<file path="config.mk">
export PLATFORM = sky130hd
export DESIGN_NAME = rgb_ycbcr_color_converter
export DESIGN_NICKNAME = d
export VERILOG_FILES = /design/src/rtl/ycc_pkg.sv /design/src/rtl/rgb_ycbcr_color_converter.sv /design/src/rtl/ycc_prep.sv /design/src/rtl/ycc_mult.sv /design/src/rtl/ycc_rnd.sv
export VERILOG_INCLUDE_DIRS = /design/src /design/src/rtl
export SDC_FILE = /design/constraint.sdc
export NUM_CORES = 2
export LEC_CHECK = 0
export ABC_AREA = 0
export BUFFER_PORTS_ARGS = -buffer_cell sky130_fd_sc_hd__buf_2
export CAP_MARGIN = 15
export CORE_MARGIN = 10
export CORE_UTILIZATION = 60
export CTS_CLUSTER_DIAMETER = 40
export DETAILED_ROUTE_END_ITERATION = 8
export PLACE_DENSITY = 0.83
export SLEW_MARGIN = 20
export SYNTH_ARGS = -nofsm -noshare
export SYNTH_HDL_FRONTEND = slang
export SYNTH_SLANG_ARGS = --single-unit
export TNS_END_PERCENT = 100
</file>
<file path="constraint.sdc">
create_clock -name clk_i -period 8.9 [get_ports clk_i]
set_input_delay 1.335 -clock clk_i [delete_from_list [all_inputs] [get_ports clk_i]]
set_output_delay 1.335 -clock clk_i [all_outputs]
set_load 0.05 [all_outputs]
</file>
<file path="src/rtl/rgb_ycbcr_color_converter_assert.svh">
// Assertion macros shared by the color converter RTL.
// Needs clk_i and rst_ni in the scope where a macro is used.
`ifndef RGB_YCBCR_COLOR_CONVERTER_ASSERT_SVH
`define RGB_YCBCR_COLOR_CONVERTER_ASSERT_SVH

// Same-cycle implication, checked outside reset.
`define YCC_ASSERT_NOW(label, ante, cons, msg) \
  label: assert property (@(posedge clk_i) disable iff (!rst_ni) (ante) |-> (cons)) \
    else $error(msg);

// Implication with a sequence consequent (may carry a fixed delay).
`define YCC_ASSERT_SEQ(label, ante, cons, msg) \
  label: assert property (@(posedge clk_i) disable iff (!rst_ni) (ante) |-> cons) \
    else $error(msg);

`endif

</file>
<file path="src/rtl/ycc_pkg.sv">
// Package for the RGB/YCbCr converter: widths, fixed-point coefficients,
// stage types. No dependencies.
`timescale 1ns / 1ps

package ycc_pkg;

  localparam int COEF_FRAC_BITS = 16;
  localparam int PIX_W  = 8;
  localparam int OPND_W = PIX_W + 1;
  localparam int COEF_W = COEF_FRAC_BITS + 3;
  localparam int PROD_W = COEF_W + OPND_W;
  localparam int ACC_W  = COEF_FRAC_BITS + 11;
  localparam int NUM_CH = 3;

  typedef logic signed [OPND_W-1:0] opnd_t;
  typedef logic signed [COEF_W-1:0] coef_t;
  typedef logic signed [PROD_W-1:0] prod_t;
  typedef logic signed [ACC_W-1:0]  acc_t;
  typedef logic [PIX_W-1:0]         pix_t;

  typedef enum logic {
    DIR_TO_YCC = 1'b0,
    DIR_TO_RGB = 1'b1
  } ycc_dir_e;

  // Control word traveling beside the data through every stage.
  typedef struct packed {
    logic     valid;
    ycc_dir_e dir;
    pix_t     alpha;
  } ycc_ctl_t;

  typedef coef_t coef_mat_t [NUM_CH][NUM_CH];
  typedef acc_t  acc_vec_t  [NUM_CH];

  // Nearest fixed-point value of a coefficient given in millionths, ties up.
  function automatic longint qcoef(longint micro);
    return ((micro << COEF_FRAC_BITS) + 64'd500000) / 64'd1000000;
  endfunction

  localparam coef_t ONE_Q = coef_t'(longint'(1) << COEF_FRAC_BITS);

  // Rows are output channels, columns the three operands.
  localparam coef_mat_t COEF_FWD = '{
    '{ coef_t'(qcoef(299000)),  coef_t'(qcoef(587000)),  coef_t'(qcoef(114000))},
    '{-coef_t'(qcoef(168000)), -coef_t'(qcoef(331000)),  coef_t'(qcoef(500000))},
    '{ coef_t'(qcoef(500000)), -coef_t'(qcoef(418700)), -coef_t'(qcoef(81300))}
  };

  localparam coef_mat_t COEF_INV = '{
    '{ONE_Q,  coef_t'(0),               coef_t'(qcoef(1402000))},
    '{ONE_Q, -coef_t'(qcoef(344136)), -coef_t'(qcoef(714136))},
    '{ONE_Q,  coef_t'(qcoef(1772000)),  coef_t'(0)}
  };

  localparam acc_t HALF_Q   = acc_t'(longint'(1) << (COEF_FRAC_BITS - 1));
  localparam acc_t BIAS_128 = acc_t'(longint'(128) << COEF_FRAC_BITS);

  // Rounding half LSB, folded together with the chroma bias on the forward Cb/Cr channels.
  localparam acc_vec_t OFF_FWD = '{HALF_Q, HALF_Q + BIAS_128, HALF_Q + BIAS_128};
  localparam acc_vec_t OFF_INV = '{HALF_Q, HALF_Q, HALF_Q};

endpackage

</file>
<file path="src/rtl/rgb_ycbcr_color_converter.sv">
// RGB <-> full-range YCbCr converter, top level; uses ycc_pkg, ycc_prep,
// ycc_mult, ycc_rnd and the assertion macro header.
// Each word passes the registered operand, product, sum and round/saturate
// stages; valid_o and the results are taken from the last of them.
// Throughput: one word per clock; busy is never raised, nothing stalls.
// Reset clears all stage valid bits and sets direction to RGB -> YCbCr.
`timescale 1ns / 1ps

`include "rgb_ycbcr_color_converter_assert.svh"

module rgb_ycbcr_color_converter (
  input  logic        clk_i,
  input  logic        rst_ni,
  // APB-style config port: register 0 (direction) at byte address 0
  input  logic        psel,
  input  logic        penable,
  input  logic        pwrite,
  input  logic [2:0]  paddr,
  input  logic [31:0] pwdata,
  output logic [31:0] prdata,
  output logic        pready,
  // pixel in
  input  logic        start,
  output logic        busy,
  input  logic [7:0]  in_first_i,
  input  logic [7:0]  in_second_i,
  input  logic [7:0]  in_third_i,
  input  logic [7:0]  in_alpha_i,
  // pixel out, one cycle strobe
  output logic        valid_o,
  output logic [7:0]  out_first_o,
  output logic [7:0]  out_second_o,
  output logic [7:0]  out_third_o,
  output logic [7:0]  out_alpha_o
);
  import ycc_pkg::*;

  localparam logic REG_DIRECTION = 1'b0;  // word index of the only register

  ycc_dir_e dir_q;
  logic     cfg_wr;
  logic     accept;

  opnd_t    ops    [NUM_CH];
  ycc_ctl_t prep_ctl;
  prod_t    prod   [NUM_CH][NUM_CH];
  ycc_ctl_t mult_ctl;
  pix_t     pix    [NUM_CH];
  ycc_ctl_t out_ctl;

  // ---------------------------------------------------------------
  // Configuration: zero-wait APB, word index is paddr[2]. The low
  // address bits are ignored; writes beyond register 0 drop.
  // ---------------------------------------------------------------
  assign pready = 1'b1;
  assign cfg_wr = psel && penable && pwrite && pready && (paddr[2] == REG_DIRECTION);

  always_ff @(posedge clk_i or negedge rst_ni) begin
    if (!rst_ni) begin
      dir_q <= DIR_TO_YCC;
    end else if (cfg_wr) begin
      dir_q <= ycc_dir_e'(pwdata[0]);
    end
  end

  always_comb begin
    prdata = '0;
    if (paddr[2] == REG_DIRECTION) begin
      prdata[0] = dir_q;
    end
  end

  // ---------------------------------------------------------------
  // Datapath: operands -> products -> sums -> round/saturate.
  // Direction is sampled with each word and rides along with it,
  // so words in flight keep the mode they entered with.
  // ---------------------------------------------------------------
  assign busy   = 1'b0;
  assign accept = start && !busy;

  ycc_prep u_prep (
    .clk_i    (clk_i),
    .rst_ni   (rst_ni),
    .load_i   (accept),
    .dir_i    (dir_q),
    .first_i  (in_first_i),
    .second_i (in_second_i),
    .third_i  (in_third_i),
    .alpha_i  (in_alpha_i),
    .ops_o    (ops),
    .ctl_o    (prep_ctl)
  );

  ycc_mult u_mult (
    .clk_i  (clk_i),
    .rst_ni (rst_ni),
    .ops_i  (ops),
    .ctl_i  (prep_ctl),
    .prod_o (prod),
    .ctl_o  (mult_ctl)
  );

  ycc_rnd u_rnd (
    .clk_i  (clk_i),
    .rst_ni (rst_ni),
    .prod_i (prod),
    .ctl_i  (mult_ctl),
    .pix_o  (pix),
    .ctl_o  (out_ctl)
  );

  // Results are registered in the last stage; hand them straight out.
  assign valid_o      = out_ctl.valid;
  assign out_first_o  = pix[0];
  assign out_second_o = pix[1];
  assign out_third_o  = pix[2];
  assign out_alpha_o  = out_ctl.alpha;

  // ---------------------------------------------------------------
  // Checks
  // ---------------------------------------------------------------
  `YCC_ASSERT_SEQ(a_word_emerges, accept, ##4 valid_o, "accepted word did not emerge after 4 cycles")
  `YCC_ASSERT_NOW(a_no_phantom, valid_o, $past(accept, 4), "result strobe without an accepted word")
  `YCC_ASSERT_NOW(a_alpha_pass, valid_o, out_alpha_o == $past(in_alpha_i, 4), "alpha corrupted in pipe")

endmodule

</file>
<file path="src/rtl/ycc_prep.sv">
// Operand stage: register pixel components as signed operands per direction.
// Depends on ycc_pkg.
`timescale 1ns / 1ps

module ycc_prep (
  input  logic              clk_i,
  input  logic              rst_ni,
  input  logic              load_i,
  input  ycc_pkg::ycc_dir_e dir_i,
  input  ycc_pkg::pix_t     first_i,
  input  ycc_pkg::pix_t     second_i,
  input  ycc_pkg::pix_t     third_i,
  input  ycc_pkg::pix_t     alpha_i,
  output ycc_pkg::opnd_t    ops_o [ycc_pkg::NUM_CH],
  output ycc_pkg::ycc_ctl_t ctl_o
);
  import ycc_pkg::*;

  localparam opnd_t CHROMA_MID = opnd_t'(128);

  opnd_t    ops_d [NUM_CH];
  opnd_t    ops_q [NUM_CH];
  logic     valid_q;
  ycc_dir_e dir_q;
  pix_t     alpha_q;

  always_comb begin
    ops_d[0] = opnd_t'({1'b0, first_i});
    ops_d[1] = opnd_t'({1'b0, second_i});
    ops_d[2] = opnd_t'({1'b0, third_i});
    // center chroma around zero on the way back to RGB
    if (dir_i == DIR_TO_RGB) begin
      ops_d[1] = ops_d[1] - CHROMA_MID;
      ops_d[2] = ops_d[2] - CHROMA_MID;
    end
  end

  always_ff @(posedge clk_i or negedge rst_ni) begin
    if (!rst_ni) begin
      valid_q <= 1'b0;
    end else begin
      valid_q <= load_i;
    end
  end

  always_ff @(posedge clk_i) begin
    ops_q   <= ops_d;
    dir_q   <= dir_i;
    alpha_q <= alpha_i;
  end

  assign ops_o = ops_q;
  assign ctl_o = '{valid: valid_q, dir: dir_q, alpha: alpha_q};

endmodule

</file>
<file path="src/rtl/ycc_mult.sv">
// Product stage: nine signed constant multiplies, one register each.
// Depends on ycc_pkg.
`timescale 1ns / 1ps

module ycc_mult (
  input  logic              clk_i,
  input  logic              rst_ni,
  input  ycc_pkg::opnd_t    ops_i  [ycc_pkg::NUM_CH],
  input  ycc_pkg::ycc_ctl_t ctl_i,
  output ycc_pkg::prod_t    prod_o [ycc_pkg::NUM_CH][ycc_pkg::NUM_CH],
  output ycc_pkg::ycc_ctl_t ctl_o
);
  import ycc_pkg::*;

  prod_t    prod_d [NUM_CH][NUM_CH];
  prod_t    prod_q [NUM_CH][NUM_CH];
  ycc_ctl_t ctl_q;

  always_comb begin
    for (int i = 0; i < NUM_CH; i++) begin
      for (int j = 0; j < NUM_CH; j++) begin
        prod_d[i][j] = prod_t'(ops_i[j]) *
                       prod_t'((ctl_i.dir == DIR_TO_RGB) ? COEF_INV[i][j] : COEF_FWD[i][j]);
      end
    end
  end

  always_ff @(posedge clk_i or negedge rst_ni) begin
    if (!rst_ni) begin
      ctl_q <= '0;
    end else begin
      ctl_q <= ctl_i;
    end
  end

  always_ff @(posedge clk_i) begin
    prod_q <= prod_d;
  end

  assign prod_o = prod_q;
  assign ctl_o  = ctl_q;

endmodule

</file>
<file path="src/rtl/ycc_rnd.sv">
// Sum stage and round/saturate stage driving the result registers.
// Depends on ycc_pkg.
`timescale 1ns / 1ps

module ycc_rnd (
  input  logic              clk_i,
  input  logic              rst_ni,
  input  ycc_pkg::prod_t    prod_i [ycc_pkg::NUM_CH][ycc_pkg::NUM_CH],
  input  ycc_pkg::ycc_ctl_t ctl_i,
  output ycc_pkg::pix_t     pix_o  [ycc_pkg::NUM_CH],
  output ycc_pkg::ycc_ctl_t ctl_o
);
  import ycc_pkg::*;

  acc_t     acc_d [NUM_CH];
  acc_t     acc_q [NUM_CH];
  ycc_ctl_t sum_ctl_q;
  pix_t     pix_d [NUM_CH];
  pix_t     pix_q [NUM_CH];
  ycc_ctl_t out_ctl_q;

  // Sum three products plus the rounding half and, for the forward chroma channels, the bias.
  always_comb begin
    for (int i = 0; i < NUM_CH; i++) begin
      acc_d[i] = acc_t'(prod_i[i][0]) + acc_t'(prod_i[i][1]) + acc_t'(prod_i[i][2]) +
                 ((ctl_i.dir == DIR_TO_RGB) ? OFF_INV[i] : OFF_FWD[i]);
    end
  end

  // Floor by dropping fraction bits, then clamp to the pixel range.
  always_comb begin
    for (int i = 0; i < NUM_CH; i++) begin
      priority if (acc_q[i][ACC_W-1]) begin
        pix_d[i] = '0;
      end else if (|acc_q[i][ACC_W-2:COEF_FRAC_BITS+PIX_W]) begin
        pix_d[i] = '1;
      end else begin
        pix_d[i] = acc_q[i][COEF_FRAC_BITS+PIX_W-1:COEF_FRAC_BITS];
      end
    end
  end

  always_ff @(posedge clk_i or negedge rst_ni) begin
    if (!rst_ni) begin
      sum_ctl_q <= '0;
      out_ctl_q <= '0;
    end else begin
      sum_ctl_q <= ctl_i;
      out_ctl_q <= sum_ctl_q;
    end
  end

  always_ff @(posedge clk_i) begin
    acc_q <= acc_d;
    pix_q <= pix_d;
  end

  assign pix_o = pix_q;
  assign ctl_o = out_ctl_q;

endmodule
</file>
# After elaboration in Yosys (flattened, before gate mapping)
# Cells that the tools add are included.
# W data, S select, Z words.
[totals]
ff_bits = 409
input_bits = 73
output_inout_bits = 67
[classes]
n_addsub = 11
multipliers = 9
muxes = 15
n_bitwise = 1
reduce_logical = 6
[ops]
columns = ["cell", "n"]
rows = [
  ["$add A27 B27 Y27", 6],
  ["$mul A9 B28 Y27", 4],
  ["$mux W28", 4],
  ["$mux W17", 4],
  ["$mul A8 B17 Y25", 2],
  ["$add A26 B27 Y27", 1],
  ["$add A27 B17 Y27 const B", 1],
  ["$add A27 B25 Y27", 1],
  ["$mul A9 B18 Y27", 1],
  ["$mul A9 B17 Y26", 1],
  ["$mul A9 B16 Y25", 1],
  ["$mux W24", 1],
  ["$mux W8", 3],
  ["$sub A8 B8 Y9 const B", 2],
  ["$mux W16", 1],
  ["$mux W12", 1],
  ["$reduce_or A2 Y1", 3],
  ["$logic_and A1 B1 Y1", 3],
  ["$mux W1", 1],
  ["$not A1 Y1", 1],
]

# Longest topological paths before layout
[depth]
word_depth = 3
ltp_mapped = 23
ltp_nobuf = 22

# Cells and area by module
# From an unflattened synthesis, not the netlist that was laid out.
[hier_totals]
hier_cells = 4217
hier_area_um2 = 41189.5
[by_module_without_submodules]
columns = ["mod", "n_inst", "cells_per_inst", "area_per_inst_um2", "seq_area_each_um2"]
rows = [
  ["ycc_mult", 1, 3166, 31854.3, 4614.4],
  ["ycc_rnd", 1, 968, 8244.2, 1641.6],
  ["ycc_prep", 1, 44, 782.0, 725.7],
  ["rgb_ycbcr_color_converter", 1, 39, 309.0, 25.0],
]

# Worst setup path after synthesis
# Ideal clock, no wire load.
[synth_path]
path_kind = "register to register"
from = "reg u_prep.dir_q"
to = "reg u_mult.prod_q, in the netlist u_mult.prod_o[193]"
arrival_ns = 5.567
required_ns = 8.782
slack_ns = 3.215
stages_incl_launch_ff = 22
path_buffers = 3
synth_period_minus_slack_ns = 5.685
path_cell_list = "dfxtp_1 -> clkbuf_1 -> clkbuf_1 -> clkbuf_1 -> nand2_1 -> inv_1 -> fa_1 -> fa_1 -> inv_1 -> fa_1 -> inv_1 -> fa_1 -> fa_1 -> ha_1 -> o21ai_0 -> o21bai_1 -> a211oi_1 -> o21a_1 -> o31ai_1 -> a41o_1 -> a21oi_1 -> xnor2_1"
[synth_rtl]
columns = ["item", "line", "text"]
rows = [
  ["start, declared", "ycc_prep.sv:24", "ycc_dir_e dir_q;"],
  ["start signal, assigned", "ycc_prep.sv:48", "dir_q <= dir_i;"],
  ["end signal, assigned", "ycc_mult.sv:37", "prod_q <= prod_d;"],
  ["end, declared", "ycc_mult.sv:16", "prod_t prod_q [NUM_CH][NUM_CH];"],
]

==> results by group <==
Floorplan
  – Die Ht: 265 um
  – Core area: 0.0592 mm^2
  – Row count: 89
  – I/O pins: 140
  – Die Width: 265 um
  – Die area: 0.0703 mm^2
  – Starting Density: 60.9%

STA
  – Final setup viols: 0
  – Period utilization: 73.9%
  – Final Hold Fails: 0
  – Pin slew with the least headroom to its limit: 975 ps
  – Final slew viol count: 0
  – Worst rel slew slack: 35.0%
  – Clk_skew: 46.8 ps
  – RSZ-0062 raised after global routing: no
  – Setup TNS: 0 ps
  – Peak Freq: 152 MHz
  – Minimum clock period: 6580 ps

Final layout
  – Nets: 4936
  – Share of cells above drive strength 1: 5.66%
  – Design area: 0.0392 mm^2
  – Synth-to-layout area growth: 8.64%
  – Util after Layout: 66.2%
  – Fillers: 4409

Critical path
  – Arr. time, crit path: 7080 ps
  – CP Capture Type: flip-flop
  – Worst setup SP type: flip-flop
  – Critical path fanouts, max: 47
  – Worst R2R Start: u_prep.dir_q
  – Required time worst endpoint: 9400 ps
  – Crit Path Class: flip-flop to flip-flop
  – Worst Setup SP: u_prep.dir_q

Global routing
  – Largest net degree at the start of global routing: 48
  – Vias in the first global route: 26.2k
  – GR Util All Layers: 24.0%
  – Congestion Overflow GR: 0
  – Initial antenna violation count: 4
  – First-pass GRT wire length: 134 mm

Drt
  – Drt drc: 0
  – Routed WL: 82.1 mm
  – Vias per inst: 5.46
  – Vias: 24.4k
  – Number of detailed-route iterations in the first pass: 7
  – Post-DRT Antenna Nets: 0
  – Avg WL per Cell: 18.4 um
  – Initial DRC Count: 1275

Hold path
  – Hold Crit Start: u_prep.alpha_q[7]
  – Min-delay worst type: flip-flop to flip-flop

Clock network
  – CTS tree: built
  – CTS root buffer: clkbuf_16
  – Clk sinks: 328
  – Skew-Pair Late Insertion Delay: 630 ps
  – Clock slew seen by the registers of the worst setup and hold paths: 60 ps
  – Postcts setup bufs: 0
  – Post-CTS sizing: 0
  – Cts bufs inserted: 52
  – # hold bufs at CTS: 0
  – Longest Clk Path Bufs: 3
  – H-tree levels: 2

Synthesis
  – Syn_area_per_cell: 10.2 um^2
  – Mapped Cells: 3526
  – Synth unique cells: 74
  – Main synth FF type: dfxtp_1
  – Synth Warn #: 0
  – Synthesized area: 0.0361 mm^2
  – Synth Area in Compound Gates: 8.21%
  – Largest family of logic cells by synthesized area: adder cells
  – Post-Synth Adder-Cell Area: 52.1%
  – Post-synthesis xor/xnor area fraction: 5.51%
  – Register area share after synthesis: 18.6%
  – EDFF count, synth: 0
  – Async SR Flop Fraction: 9.15%
  – Register bit count reported by yosys: 328
  – Synth Area in Simple Gates: 7.07%
  – Mux contribution to synthesized area: 0.146%

Placement
  – Post-place instance area: 0.0373 mm^2
  – Global placement routability congestion: 0.983
  – Port Buffer Count: 73
  – DP Wirelength: 67.1 mm

Run
  – Max Cap Viol: 0

Run status
  – Status: complete, no violations
-- through the flow --
step                std cells  setup slack [ps]  hold WS [ps]
floorplan                3590              3220           316
global placement         4367              2520           317
detailed placement       4367              2450           320
CTS                      4465              2400           328
global route             4465              1970           331
finish                   4466              2320           325
-- final timing paths --
kind / to / slack, ps / cells past startpoint
worst max-delay path: u_mult.prod_o[193] / 2320 / 19
worst min-delay path: u_mult.ctl_o[7] / 330 / 0
worst max register to register: u_mult.prod_o[193] / 2320 / 19
worst min register to register: u_mult.ctl_o[7] / 330 / 0
max in group asynchronous: u_mult.ctl_o[8] / 7730 / 1
min in group asynchronous: u_rnd.ctl_o[5] / 760 / 1
-- kinds of logic (layout without fill, tap and decap cells) --
logic type,after synthesis,after routing
buffers and inverters,763,865
other,2,67
and+or+nand+nor,529,529
muxes,5,5
adders and majority gates,1215,1215
AOI/OAI and AO/OA,457,457
DFF,328,328
xor gates and xnor gates,227,227
-- layout by cell type (no fill, tap or decap), types with 6 or more instances in the layout --
master and count:
inv_8 8, o21bai_1 22, or2_2 17, clkbuf_16 52, buf_4 11, nand2_1 124
a2111oi_0 8, nor2_1 158, o31ai_1 6, a211oi_1 22, clkinv_8 8, and2_1 23
ha_1 735, o21ai_1 28, o21ai_0 52, and3_1 20, fa_1 480, conb_1 66
o211ai_1 14, nand3_1 35, a31oi_1 11, nand4_1 17, inv_1 681, dfxtp_1 297
buf_2 73, dfrtp_1 30, or3_1 11, nor2b_1 28, xor2_1 71, o21a_1 24
a211o_1 6, a21oi_1 145, xnor2_1 156, nor3_1 33, nand2b_1 40, a21o_1 59
a21boi_0 9
-- per-layer routing --
layer / routed length, um / vias to the layer above / GRT usage, %
li1: - / 11600 / -
met1: 33300 / 11900 / 28.7
met2: 39700 / 659 / 41.2
met3: 5070 / 166 / 4.66
met4: 3990 / 2 / 11.4
met5: 13 / - / 0
-- worst max-delay path, cell delays in order, from the launching register on --
cell and delay (ps):
dfxtp_2 970, nand2_1 520, and2_1 440, ha_1 240
or2_2 300, fa_1 490, inv_1 70, fa_1 540
inv_1 50, fa_1 380, fa_1 460, ha_1 370
o21ai_0 90, o21bai_1 200, a211oi_1 130, o21a_1 230
o31ai_1 460, a41o_1 260, a21oi_1 80, xnor2_1 130
-- flip-flops by register name (all words and copies together), names as in the netlist --
signal / flops
u_rnd.ctl_o: 9
u_prep.alpha_q: 8
u_mult.ctl_o: 10
dir_q: 1
u_prep.valid_q: 1
u_prep.dir_q: 1
u_rnd.acc_q: 33
u_prep.ops_o: 26
u_rnd.sum_ctl_q: 9
u_rnd.pix_o: 24
u_mult.prod_o: 206
-- layout make-up --
type	count	area, um^2	area share [%]
Antenna cell	1	2.50	0.00639
Clock buffer	56	1350	3.44
Clock inverter	42	539	1.38
Inverter	683	2560	6.54
Multi-Input combinational cell	2499	26600	67.9
Sequential cell	328	6720	17.1
Tap cell	773	967	2.47
Timing Repair Buffer	84	448	1.14
-- synth_stat cells, drive strengths merged, types with 4 or more instances --
master   number  share of area, %
or3          11              0.19
and2         23              0.40
nand2       124               1.3
dfxtp       298                17
a221oi        7              0.20
or4           4             0.083
a21boi       13              0.27
o31a          4             0.097
o211ai       14              0.29
o21a         24              0.50
or2          21              0.36
a2111oi       8              0.19
and4          5              0.12
inv         682               7.1
nand4        17              0.29
a21o         59               1.2
a211oi       22              0.46
o21bai       22              0.46
buf          40              0.77
nor2        158               1.6
nand3        35              0.49
o31ai         6              0.12
ha          735                25
a21oi       145               2.0
nand2b       40              0.69
xnor2       156               3.8
nor2b        28              0.49
fa          480                27
and3         20              0.35
a211o         6              0.15
nor4          4             0.069
a31oi        11              0.19
a31o          4             0.097
clkbuf       40              0.42
dfrtp        30               2.1
nor3         33              0.46
xor2         71               1.7
o21ai        80               1.1
Power is left out: the tool's default activity adds up to more than one toggle a clock period on the data nets, which glitch-free logic cannot reach.
